File: config.mk
export PLATFORM = sky130hd
export DESIGN_NAME = seconds_clock_with_countdown_alarm
export DESIGN_NICKNAME = d
export VERILOG_FILES = /design/src/rtl/sccda_pkg.sv /design/src/rtl/seconds_clock_with_countdown_alarm.sv
export SDC_FILE = /design/constraint.sdc
export NUM_CORES = 1
export LEC_CHECK = 0
export BUFFER_PORTS_ARGS = -buffer_cell sky130_fd_sc_hd__buf_2
export CELL_PAD_IN_SITES_DETAIL_PLACEMENT = 1
export CELL_PAD_IN_SITES_GLOBAL_PLACEMENT = 2
export CORE_AREA = 2 2 226 316
export CTS_BUF_LIST = sky130_fd_sc_hd__clkbuf_16
export DETAILED_ROUTE_END_ITERATION = 6
export DIE_AREA = 0 0 228 318
export PLACE_DENSITY = 0.69
export REMOVE_ABC_BUFFERS = 1
export SYNTH_ARGS = -nofsm -noshare
export SYNTH_HDL_FRONTEND = slang
export SYNTH_SLANG_ARGS = --single-unit
File: constraint.sdc
create_clock -name clk -period 7.01 [get_ports clk]
set_clock_uncertainty 0.05 [all_clocks]
set_input_delay 0.3505 -clock clk [delete_from_list [all_inputs] [get_ports clk]]
set_output_delay 0.3505 -clock clk [all_outputs]
set_load 0.02 [all_outputs]
File: src/rtl/sccda_pkg.sv
// Shared types, codes and constants of the seconds clock with countdown alarm.
package sccda_pkg;

  typedef enum logic {
    OP_TICK = 1'b0,
    OP_KEY  = 1'b1
  } op_t;

  typedef enum logic [2:0] {
    KEY_CONFIRM    = 3'd1,
    KEY_SET_ALARM  = 3'd2,
    KEY_MODE       = 3'd3,
    KEY_ADD_SECOND = 3'd4,
    KEY_ADD_MINUTE = 3'd5,
    KEY_ADD_HOUR   = 3'd6
  } key_t;

  typedef enum logic [1:0] {
    PHASE_IDLE    = 2'd0,
    PHASE_SETTING = 2'd1,
    PHASE_ARMED   = 2'd2
  } phase_t;

  typedef enum logic {
    REG_TICKS_PER_SECOND = 1'b0,
    REG_ALARM_DEFAULT    = 1'b1
  } cfg_reg_t;

  localparam int unsigned SEC_PER_HOUR   = 3600;
  localparam int unsigned SEC_PER_MINUTE = 60;
  localparam int unsigned DIGIT_BASE     = 10;

  localparam logic [7:0]  TICKS_RESET = 8'd20;
  localparam logic [15:0] ALARM_RESET = 16'd5;

  // Temperature slot covers the last two seconds of every ten.
  localparam logic [3:0] TEMP_SLOT_FIRST = 4'd8;

  // Remainder of a value below one hour, and rest / 60 as (rest >> 2) / 15.
  localparam int         REST_W      = 12;
  localparam int         MIN_PROD_W  = 21;
  localparam logic [10:0] DIV60_MULT = 11'd1093;
  localparam int         DIV60_SHIFT = 14;

  // v / 10 for v below 64 as (v >> 1) * 52 >> 8.
  localparam logic [5:0] DIV10_MULT = 6'd52;

  typedef struct packed {
    logic [2:0] tens;
    logic [3:0] ones;
  } digits_t;

  function automatic digits_t split_digits(input logic [5:0] value);
    logic [10:0] prod;
    logic [2:0]  tens;
    logic [5:0]  rem;
    digits_t     d;
    prod   = 11'(value[5:1]) * 11'(DIV10_MULT);
    tens   = prod[10:8];
    rem    = value - 6'(tens) * 6'(DIGIT_BASE);
    d.tens = tens;
    d.ones = rem[3:0];
    return d;
  endfunction

endpackage

File: src/rtl/seconds_clock_with_countdown_alarm.sv
// Top level of the seconds clock with countdown alarm: state update and digit pipeline.
//
// Every accepted input beat, a timer tick or a key event, updates the clock state in
// the cycle it is accepted and yields exactly one result beat. The block takes one
// beat per clock cycle unless a stalled output has backed up every stage; the result
// leaves through a six-stage pipeline whose stages each hold their beat while the
// next one is full, so the input side keeps accepting while a finished result waits
// on the output, until every stage is full. The digit conversion fills the stages:
// the shown value and the elapsed count are split into hours, minutes and seconds by
// reciprocal multiplications. The prescaler steps a second when ticks_per_second
// ticks have been counted; a setting of zero gives one second every 256 ticks.
// Configuration writes are taken at once and are meant for idle times only; a new
// alarm_default is used at the next alarm fire. There is no clearing pass after reset.
module seconds_clock_with_countdown_alarm #(
  parameter int COUNT_WIDTH = 16
) (
  input  logic        clk,
  input  logic        rst,
  input  logic        cfg_we,
  input  logic [0:0]  cfg_index,
  input  logic [15:0] cfg_data,
  input  logic        in_valid,
  output logic        in_ready,
  input  logic        operation,
  input  logic [2:0]  key_code,
  output logic        out_valid,
  input  logic        out_ready,
  output logic        hour_tens,
  output logic [3:0]  hour_ones,
  output logic [2:0]  minute_tens,
  output logic [3:0]  minute_ones,
  output logic [2:0]  second_tens,
  output logic [3:0]  second_ones,
  output logic        display_mode,
  output logic [1:0]  alarm_phase,
  output logic        temperature_slot,
  output logic        alarm_fire,
  output logic [4:0]  chime_hours
);
  import sccda_pkg::*;

  localparam int CW = COUNT_WIDTH;
  // Hours of a CW-bit second count fit in CW-11 bits, since 3600 exceeds 2048.
  localparam int HW = CW - 11;

  // x / 3600 is computed as (x >> 4) / 225 with a rounded-up reciprocal that is
  // exact for every (CW-4)-bit operand.
  localparam int P3W = 2 * CW - 7;
  localparam logic [CW-4:0] M3600 = (CW - 3)'(((64'd1 << (CW + 4)) + 64'd224) / 64'd225);
  // Elapsed / 10 as (x >> 1) / 5.
  localparam int PTW = 2 * CW - 1;
  localparam logic [CW-1:0] M10E = CW'(((64'd1 << (CW + 2)) + 64'd4) / 64'd5);
  // Hours / 10 as (h >> 1) / 5.
  localparam int PHW = 2 * HW - 1;
  localparam logic [HW-1:0] M10H = HW'(((64'd1 << (HW + 2)) + 64'd4) / 64'd5);

  typedef struct packed {
    logic [CW-1:0] shown;
    logic [CW-1:0] elapsed;
    logic          step;
    logic          fire;
    logic          mode;
    phase_t        phase;
    logic          slot_en;
  } s1_t;

  typedef struct packed {
    logic [P3W-1:0] shown_prod;
    logic [P3W-1:0] elapsed_prod;
    logic [PTW-1:0] tenth_prod;
    logic [CW-1:0]  shown;
    logic [CW-1:0]  elapsed;
    logic           step;
    logic           fire;
    logic           mode;
    phase_t         phase;
    logic           slot_en;
  } s2_t;

  typedef struct packed {
    logic [HW-1:0]     hours;
    logic [REST_W-1:0] rest;
    logic [4:0]        chime;
    logic              slot;
    logic              fire;
    logic              mode;
    phase_t            phase;
  } s3_t;

  typedef struct packed {
    logic [PHW-1:0]        hour_prod;
    logic [MIN_PROD_W-1:0] minute_prod;
    logic [HW-1:0]         hours;
    logic [REST_W-1:0]     rest;
    logic [4:0]            chime;
    logic                  slot;
    logic                  fire;
    logic                  mode;
    phase_t                phase;
  } s4_t;

  typedef struct packed {
    logic       hour_tens;
    logic [3:0] hour_ones;
    logic [5:0] minutes;
    logic [5:0] seconds;
    logic [4:0] chime;
    logic       slot;
    logic       fire;
    logic       mode;
    phase_t     phase;
  } s5_t;

  typedef struct packed {
    logic       hour_tens;
    logic [3:0] hour_ones;
    digits_t    minute;
    digits_t    second;
    logic [4:0] chime;
    logic       slot;
    logic       fire;
    logic       mode;
    phase_t     phase;
  } s6_t;

  // Configuration registers.
  logic [7:0]  ticks_per_second;
  logic [15:0] alarm_default;

  // Clock state and its next values.
  logic [7:0]    tick_prescale, tick_prescale_next;
  logic [CW-1:0] elapsed_seconds, elapsed_seconds_next;
  logic [CW-1:0] alarm_seconds, alarm_seconds_next;
  phase_t        alarm_phase_reg, alarm_phase_next;
  logic          mode_flag, mode_flag_next;

  logic [7:0]    prescale_inc;
  logic [CW-1:0] add_amount;
  logic          second_step;
  logic          fire_now;
  logic          in_accept;

  // Pipeline stage registers, valid bits and the ready chain.
  logic [6:1] stage_valid;
  logic [6:1] stage_ready;
  s1_t s1, s1_next;
  s2_t s2, s2_next;
  s3_t s3, s3_next;
  s4_t s4, s4_next;
  s5_t s5, s5_next;
  s6_t s6, s6_next;

  // Stage 3 and stage 5 intermediates.
  logic [HW-1:0]     hours_shown;
  logic [HW-1:0]     hours_elapsed;
  logic [CW-4:0]     tenth_quot;
  logic [CW-1:0]     rest_full;
  logic [CW-1:0]     elapsed_rem;
  logic [CW-1:0]     tenth_rem;
  logic [HW-4:0]     hour_quot;
  logic [HW-1:0]     hour_rem;
  logic [REST_W-1:0] second_full;

  // ---------------------------------------------------------------------------
  // Configuration port.
  // ---------------------------------------------------------------------------
  always_ff @(posedge clk) begin
    if (rst) begin
      ticks_per_second <= TICKS_RESET;
      alarm_default    <= ALARM_RESET;
    end else if (cfg_we) begin
      unique case (cfg_reg_t'(cfg_index))
        REG_TICKS_PER_SECOND: ticks_per_second <= cfg_data[7:0];
        REG_ALARM_DEFAULT:    alarm_default    <= cfg_data;
      endcase
    end
  end

  // ---------------------------------------------------------------------------
  // Handshake. Each stage loads when it is empty or its successor moves on.
  // ---------------------------------------------------------------------------
  assign stage_ready[6] = !stage_valid[6] || out_ready;
  assign stage_ready[5] = !stage_valid[5] || stage_ready[6];
  assign stage_ready[4] = !stage_valid[4] || stage_ready[5];
  assign stage_ready[3] = !stage_valid[3] || stage_ready[4];
  assign stage_ready[2] = !stage_valid[2] || stage_ready[3];
  assign stage_ready[1] = !stage_valid[1] || stage_ready[2];

  assign in_ready  = stage_ready[1];
  assign in_accept = in_valid && stage_ready[1];
  assign out_valid = stage_valid[6];

  always_ff @(posedge clk) begin
    if (rst) begin
      stage_valid <= '0;
    end else begin
      if (stage_ready[1]) stage_valid[1] <= in_valid;
      if (stage_ready[2]) stage_valid[2] <= stage_valid[1];
      if (stage_ready[3]) stage_valid[3] <= stage_valid[2];
      if (stage_ready[4]) stage_valid[4] <= stage_valid[3];
      if (stage_ready[5]) stage_valid[5] <= stage_valid[4];
      if (stage_ready[6]) stage_valid[6] <= stage_valid[5];
    end
  end

  // ---------------------------------------------------------------------------
  // State update for the accepted beat. A tick advances the prescaler and may
  // make a second step and count an armed alarm down; a key event adds time to
  // the alarm while it is being set and to the clock otherwise, or changes mode
  // or alarm phase. An armed alarm at zero after the update fires and reloads.
  // ---------------------------------------------------------------------------
  always_comb begin
    tick_prescale_next   = tick_prescale;
    elapsed_seconds_next = elapsed_seconds;
    alarm_seconds_next   = alarm_seconds;
    alarm_phase_next     = alarm_phase_reg;
    mode_flag_next       = mode_flag;
    add_amount           = '0;
    second_step          = 1'b0;
    fire_now             = 1'b0;
    prescale_inc         = tick_prescale + 8'd1;

    if (op_t'(operation) == OP_TICK) begin
      if (prescale_inc == ticks_per_second) begin
        tick_prescale_next   = '0;
        elapsed_seconds_next = elapsed_seconds + CW'(1);
        second_step          = 1'b1;
        if (alarm_phase_reg == PHASE_ARMED) begin
          alarm_seconds_next = alarm_seconds - CW'(1);
        end
      end else begin
        tick_prescale_next = prescale_inc;
      end
    end else begin
      unique case (key_t'(key_code))
        KEY_ADD_HOUR:   add_amount = CW'(SEC_PER_HOUR);
        KEY_ADD_MINUTE: add_amount = CW'(SEC_PER_MINUTE);
        KEY_ADD_SECOND: add_amount = CW'(1);
        KEY_MODE:       mode_flag_next = !mode_flag;
        KEY_SET_ALARM:  alarm_phase_next = PHASE_SETTING;
        KEY_CONFIRM:    alarm_phase_next = PHASE_ARMED;
        default: ;
      endcase
      if (alarm_phase_next == PHASE_SETTING) begin
        alarm_seconds_next = alarm_seconds + add_amount;
      end else begin
        elapsed_seconds_next = elapsed_seconds + add_amount;
      end
    end

    if (alarm_phase_next == PHASE_ARMED && alarm_seconds_next == '0) begin
      fire_now           = 1'b1;
      alarm_phase_next   = PHASE_IDLE;
      alarm_seconds_next = CW'(alarm_default);
    end
  end

  always_ff @(posedge clk) begin
    if (rst) begin
      tick_prescale   <= '0;
      elapsed_seconds <= '0;
      alarm_seconds   <= CW'(ALARM_RESET);
      alarm_phase_reg <= PHASE_IDLE;
      mode_flag       <= 1'b0;
    end else if (in_accept) begin
      tick_prescale   <= tick_prescale_next;
      elapsed_seconds <= elapsed_seconds_next;
      alarm_seconds   <= alarm_seconds_next;
      alarm_phase_reg <= alarm_phase_next;
      mode_flag       <= mode_flag_next;
    end
  end

  // ---------------------------------------------------------------------------
  // Stage 1: the value to show and the flags of the beat. The alarm value is
  // shown only in seven-segment mode while it is being set.
  // ---------------------------------------------------------------------------
  always_comb begin
    s1_next.elapsed = elapsed_seconds_next;
    s1_next.shown   = (!mode_flag_next && alarm_phase_next == PHASE_SETTING)
                      ? alarm_seconds_next : elapsed_seconds_next;
    s1_next.step    = second_step;
    s1_next.fire    = fire_now;
    s1_next.mode    = mode_flag_next;
    s1_next.phase   = alarm_phase_next;
    s1_next.slot_en = !mode_flag_next && alarm_phase_next != PHASE_SETTING;
  end

  // Stage 2: reciprocal products for the hour split and the last decimal digit.
  always_comb begin
    s2_next.shown_prod   = P3W'(s1.shown[CW-1:4]) * P3W'(M3600);
    s2_next.elapsed_prod = P3W'(s1.elapsed[CW-1:4]) * P3W'(M3600);
    s2_next.tenth_prod   = PTW'(s1.elapsed[CW-1:1]) * PTW'(M10E);
    s2_next.shown        = s1.shown;
    s2_next.elapsed      = s1.elapsed;
    s2_next.step         = s1.step;
    s2_next.fire         = s1.fire;
    s2_next.mode         = s1.mode;
    s2_next.phase        = s1.phase;
    s2_next.slot_en      = s1.slot_en;
  end

  // Stage 3: quotients and remainders. A chime is due when a second step lands
  // on a whole hour of the elapsed count.
  always_comb begin
    hours_shown   = s2.shown_prod[P3W-1 -: HW];
    hours_elapsed = s2.elapsed_prod[P3W-1 -: HW];
    tenth_quot    = s2.tenth_prod[PTW-1 -: (CW - 3)];
    rest_full     = s2.shown - CW'(hours_shown) * CW'(SEC_PER_HOUR);
    elapsed_rem   = s2.elapsed - CW'(hours_elapsed) * CW'(SEC_PER_HOUR);
    tenth_rem     = s2.elapsed - CW'(tenth_quot) * CW'(DIGIT_BASE);

    s3_next.hours = hours_shown;
    s3_next.rest  = rest_full[REST_W-1:0];
    s3_next.chime = (s2.step && elapsed_rem == '0) ? hours_elapsed[4:0] : 5'd0;
    s3_next.slot  = s2.slot_en && (tenth_rem[3:0] >= TEMP_SLOT_FIRST);
    s3_next.fire  = s2.fire;
    s3_next.mode  = s2.mode;
    s3_next.phase = s2.phase;
  end

  // Stage 4: products for hours / 10 and rest / 60.
  always_comb begin
    s4_next.hour_prod   = PHW'(s3.hours[HW-1:1]) * PHW'(M10H);
    s4_next.minute_prod = MIN_PROD_W'(s3.rest[REST_W-1:2]) * MIN_PROD_W'(DIV60_MULT);
    s4_next.hours       = s3.hours;
    s4_next.rest        = s3.rest;
    s4_next.chime       = s3.chime;
    s4_next.slot        = s3.slot;
    s4_next.fire        = s3.fire;
    s4_next.mode        = s3.mode;
    s4_next.phase       = s3.phase;
  end

  // Stage 5: hour digits, minutes and seconds.
  always_comb begin
    hour_quot   = s4.hour_prod[PHW-1 -: (HW - 3)];
    hour_rem    = s4.hours - HW'(hour_quot) * HW'(DIGIT_BASE);
    s5_next.minutes = s4.minute_prod[DIV60_SHIFT +: 6];
    second_full = s4.rest - REST_W'(s5_next.minutes) * REST_W'(SEC_PER_MINUTE);

    s5_next.hour_tens = hour_quot[0];
    s5_next.hour_ones = hour_rem[3:0];
    s5_next.seconds   = second_full[5:0];
    s5_next.chime     = s4.chime;
    s5_next.slot      = s4.slot;
    s5_next.fire      = s4.fire;
    s5_next.mode      = s4.mode;
    s5_next.phase     = s4.phase;
  end

  // Stage 6: output register with the minute and second digits.
  always_comb begin
    s6_next.hour_tens = s5.hour_tens;
    s6_next.hour_ones = s5.hour_ones;
    s6_next.minute    = split_digits(s5.minutes);
    s6_next.second    = split_digits(s5.seconds);
    s6_next.chime     = s5.chime;
    s6_next.slot      = s5.slot;
    s6_next.fire      = s5.fire;
    s6_next.mode      = s5.mode;
    s6_next.phase     = s5.phase;
  end

  always_ff @(posedge clk) begin
    if (stage_ready[1] && in_valid)       s1 <= s1_next;
    if (stage_ready[2] && stage_valid[1]) s2 <= s2_next;
    if (stage_ready[3] && stage_valid[2]) s3 <= s3_next;
    if (stage_ready[4] && stage_valid[3]) s4 <= s4_next;
    if (stage_ready[5] && stage_valid[4]) s5 <= s5_next;
    if (stage_ready[6] && stage_valid[5]) s6 <= s6_next;
  end

  assign hour_tens        = s6.hour_tens;
  assign hour_ones        = s6.hour_ones;
  assign minute_tens      = s6.minute.tens;
  assign minute_ones      = s6.minute.ones;
  assign second_tens      = s6.second.tens;
  assign second_ones      = s6.second.ones;
  assign display_mode     = s6.mode;
  assign alarm_phase      = s6.phase;
  assign temperature_slot = s6.slot;
  assign alarm_fire       = s6.fire;
  assign chime_hours      = s6.chime;

endmodule

* After elaboration in Yosys (flattened, before gate mapping)
Cells that the tools add are included.
** Storage, ports and cells
- Flip-flop bits (word level) :: 357
- Input port bits :: 26
- Output and inout bits :: 31
- Logic and storage cells :: 157
** Operators by class
- $add $sub $neg :: 12
- $mul :: 14
- Order comparisons :: 1
- Equal/unequal tests :: 12
- Multiplexer cells :: 20
- Bitwise logic cells :: 2
- Reduce and logical (&&, ||, !) cells :: 30
** Operators by type and width (count)
- 16-bit two-way mux :: 10
- 12-bit by 13-bit multiplier with 25-bit output (second input constant) :: 2
- 12-bit one-hot mux with 3 select lines :: 1
- 16-bit adder :: 2
- 16-bit logical NOT :: 2
- 15-bit by 16-bit multiplier with 31-bit output (second input constant) :: 1
- 10-bit by 11-bit multiplier with 20-bit output (second input constant) :: 1
- 5-bit by 4-bit multiplier with 9-bit output (second input constant) :: 2
- 16-bit by 1-bit adder with 16-bit output (second input constant) :: 1
- 16-bit by 1-bit subtractor with 16-bit output (second input constant) :: 1
- 16-bit subtractor :: 1
- 4-bit subtractor :: 4
- 13-bit by 3-bit multiplier with 3-bit output (second input constant) :: 1
- 5-bit by 8-bit multiplier with 12-bit output (second input constant) :: 1
- 12-bit subtractor :: 1
- 1-bit logical AND :: 11
- 3-bit equality test (second input constant) :: 3
- 8-bit by 1-bit adder with 8-bit output (second input constant) :: 1
- 8-bit equality test :: 1
- 1-bit logical NOT :: 8
- 4-bit by 4-bit multiplier with 8-bit output (second input constant) :: 1
- 5-bit by 8-bit multiplier with 8-bit output (second input constant) :: 1
- 8-bit two-way mux :: 1
- 3-bit by 2-bit equality test with 1-bit output (second input constant) :: 2
- other kinds (15) :: 31

* Longest topological paths before layout
- Depth after elaboration :: 12
- Gate-level depth with buffers :: 20
- Mapped depth without buffers :: 20

* Least setup slack after synthesis
OpenSTA, ideal clock, no wires.
- Kind :: register -> register
- Start :: register stage_valid[6] in the netlist's numbering
- End :: register s2 (netlist bit hours_elapsed[0]) (enable)
- Library setup time :: 0.524 ns
- Data arrival time :: 4.395 ns
- Slack :: 2.041 ns
- Cell stages (with the launch flop) :: 5
- Buffers on the path :: 0
- Clock period less this slack :: 4.969 ns
- Path through :: dfxtp_1 -> nor2b_1 -> and2_1 -> and3_1 -> a21boi_0
** On the way
- Longest elaborated chain between the ends :: 7
** RTL lines
- from (decl) :: RTL line seconds_clock_with_countdown_alarm.sv:144 : logic [6:1] stage_valid;
- 1-bit logical NOT :: RTL line seconds_clock_with_countdown_alarm.sv:182 : assign stage_ready[6] = !stage_valid[6] || out_ready;
- 1-bit logical OR :: RTL line seconds_clock_with_countdown_alarm.sv:182
- 1-bit logical OR :: RTL line seconds_clock_with_countdown_alarm.sv:183 : assign stage_ready[5] = !stage_valid[5] || stage_ready[6];
- 1-bit logical OR :: RTL line seconds_clock_with_countdown_alarm.sv:184 : assign stage_ready[4] = !stage_valid[4] || stage_ready[5];
- 1-bit logical OR :: RTL line seconds_clock_with_countdown_alarm.sv:185 : assign stage_ready[3] = !stage_valid[3] || stage_ready[4];
- 1-bit logical OR :: RTL line seconds_clock_with_countdown_alarm.sv:186 : assign stage_ready[2] = !stage_valid[2] || stage_ready[3];
- 1-bit logical AND :: RTL line seconds_clock_with_countdown_alarm.sv:367 : if (stage_ready[2] && stage_valid[1]) s2 <= s2_next;
- to (signal assigned) :: RTL line seconds_clock_with_countdown_alarm.sv:367
- to (decl) :: RTL line seconds_clock_with_countdown_alarm.sv:147 : s2_t s2, s2_next;
No other way between the ends.
A chain may end at the register's enable or synchronous reset.

==> out/results.tsv <==
metric	value	unit
syn_area	20710	µm²
comb_power_share	0.385	
clk_latency	0.58	ns
dp_cells	2928	
pwr-share-clk	0.280	
grt_pass1_vias	15492	
holdCritStartpoint	out_ready	
yosysTopAreaCell	edfxtp_1	
rsz0062_at_grt	false	
critical_path.startpoint	s1[20]$_DFFE_PP_	
drc_errors	0	
hpwlAfterDp	40360	µm
ios	57	
period_minus_slack	5.734	ns
overflow	0	
place_congestion	0.8750	
outcome	finished clean	
wl	49330	µm
largest_reg_flops	38	
largest-register	s1	
p_per_area	244.4	nW/µm²
vdd_ir_drop_max	0.1802	mV
crit_arrival	6.01	ns
crit_type	reg -> reg	
layout.cells.non_filler	3004	
ys_async_sr_fraction	0	
final_common_cell	ha_1	
ys_seq_elements	269	
viasPerCell	4.717	
nFillCells	7960	
vias	14171	
cp_max_fo	10	
cts_hold_buf	17	
slew_violations	0	
fin_crit_sh	0.8180	
track_usage	0.1371	
max_freq	174.4	MHz
drv_cap	0	
grt_max_degree	74	
core-area	69930	µm²
ys_top_cells_by_area	edfxtp_1 28%, ha_1 22%, fa_1 12%	
startpoint_type	flip-flop	
dr.pass1.iters	5	
sw_frac_of_total	0.3477	
root_buffer	clkbuf_16	
synth_cells	1967	
setup_slack	1.276	ns
crit_path_end_kind	flip-flop	
wire_per_inst	16.42	µm
rows	115	
place_ws	1.255	ns
maxSlewHeadroom	0.2316	
worst_pin_slew	1.124	ns
cp.required	7.29	ns
postSynthAreaPerCell	10.53	µm²
setup_viol	0	
synth_ff_type	edfxtp_1	
clk_pin_slew	0.06	ns
final-hold-violation-count	0	
cts_tree	yes	
die_x	228	µm
drt_iter0_drc	431	
grt_pass1_wl	80760	µm
hold_class	in -> reg	
dieArea	72500	µm²
start_util	0.2962	
ctsHtreeMaxLevel	1	
ant_nets	0	
synth_edf_count	196	
area_growth	12.49	%
p_leak	0.01062	µW
clockBufferDepth	3	
p_total	5694	µW
p_int	3714	µW
layout-drive-gt1-share	0.06628	
p_switching	1980	µW
io_buffers	56	
worstReg2RegStart	s1[20]$_DFFE_PP_	
cts_resized	0	
pwr-share-seq	0.335	
yosysSeqAreaShare	0.3547	
final_cell_mix	363 x ha_1, 323 x inv_1, 196 x edfxtp_1	
antenna_found_initial	3	
final_nets	2551	
cts_setup_buffers	0	
yosys_warnings	0	
yosysUniqueCellTypes	67	
die_h	318	µm
cts_sinks	269	
fin_setup_tns	0	ns
numCtsBuffers	31	
synth_top_area_frac	0.2842	
top_regs	s1: 38 flops, s2: 37 flops	
[per-stage QoR]
stage               hold slack (ns)    util  instance area (µm²)
floorplan                    0.3503       -                20520
global placement             0.3507  0.3163                22120
detailed placement           0.3552  0.3163                22120
CTS                         0.02723  0.3331                23300
global route                0.05644  0.3332                23300
finish                      0.05822  0.3332                23300
[worst paths after layout]
kind / end / slack, ns / cells past startpoint
max: s2[58]$_DFFE_PP_ / 1.28 / 14
min: stage_valid[6]$_SDFFE_PP0P_ / 0.06 / 4
max reg2reg: s2[58]$_DFFE_PP_ / 1.28 / 14
min reg2reg: s2[23]$_DFFE_PP_ / 0.37 / 0
[critical path, stage by stage, from the launching register on]
cell and delay, ns:
edfxtp_1 0.60, inv_1 0.11, ha_1 0.38, fa_1 0.62
fa_1 0.48, fa_1 0.55, inv_1 0.06, fa_1 0.53
fa_1 0.50, ha_1 0.23, nor4_1 0.28, o221ai_1 0.17
a31oi_1 0.52, o21ai_0 0.24, xnor2_1 0.16
[cells in the mapped netlist, types with 34 or more instances]
master and instances:
xnor2_1 76, nand2_1 147, nor3_1 34, fa_1 120, inv_1 322, xor2_1 37
nor2_1 89, clkbuf_1 40, ha_1 363, dfxtp_1 73, edfxtp_1 196, a21oi_1 101
o21ai_0 68
[cell families after synthesis]
logic type	share of synthesized area
adders and majority gates	0.3353
and+or+nand+nor	0.09774
buffers and inverters	0.06742
AOI/OAI and AO/OA	0.09508
DFF	0.3547
xor gates and xnor gates	0.04778
muxes	0.001993
[layer usage]
metal / GRT usage / up-vias / part of all wire
met3: 0.01668 / 79 / 0.026
met5: 0 / - / 0.00043
met1: 0.1489 / 6982 / 0.40
met4: 0.03849 / 4 / 0.030
met2: 0.2738 / 184 / 0.55
li1: - / 6922 / -
[power groups by stage]
stage | clock (µW) | combinational, µW | sequential, µW
finish | 1590 | 2190 | 1910
global route | 1700 | 2600 | 1920
CTS | 1650 | 2270 | 1910
detailed placement | 0 | 2230 | 1950
global placement | 0 | 2160 | 1940
floorplan | 0 | 1630 | 1910
[layout make-up]
type                       count  area [µm²]  share of cell area
inverter                     322        1209             0.05188
sequential                   269        7347              0.3153
timing repair buffer          89       570.5             0.02449
multi-input combinational   1329       11990              0.5147
antenna                        1       2.502           0.0001074
clock inverter                27       231.5            0.009935
tap                          936        1171             0.05027
clock buffer                  31       775.7             0.03330
Power figures use the tool's default switching activity.
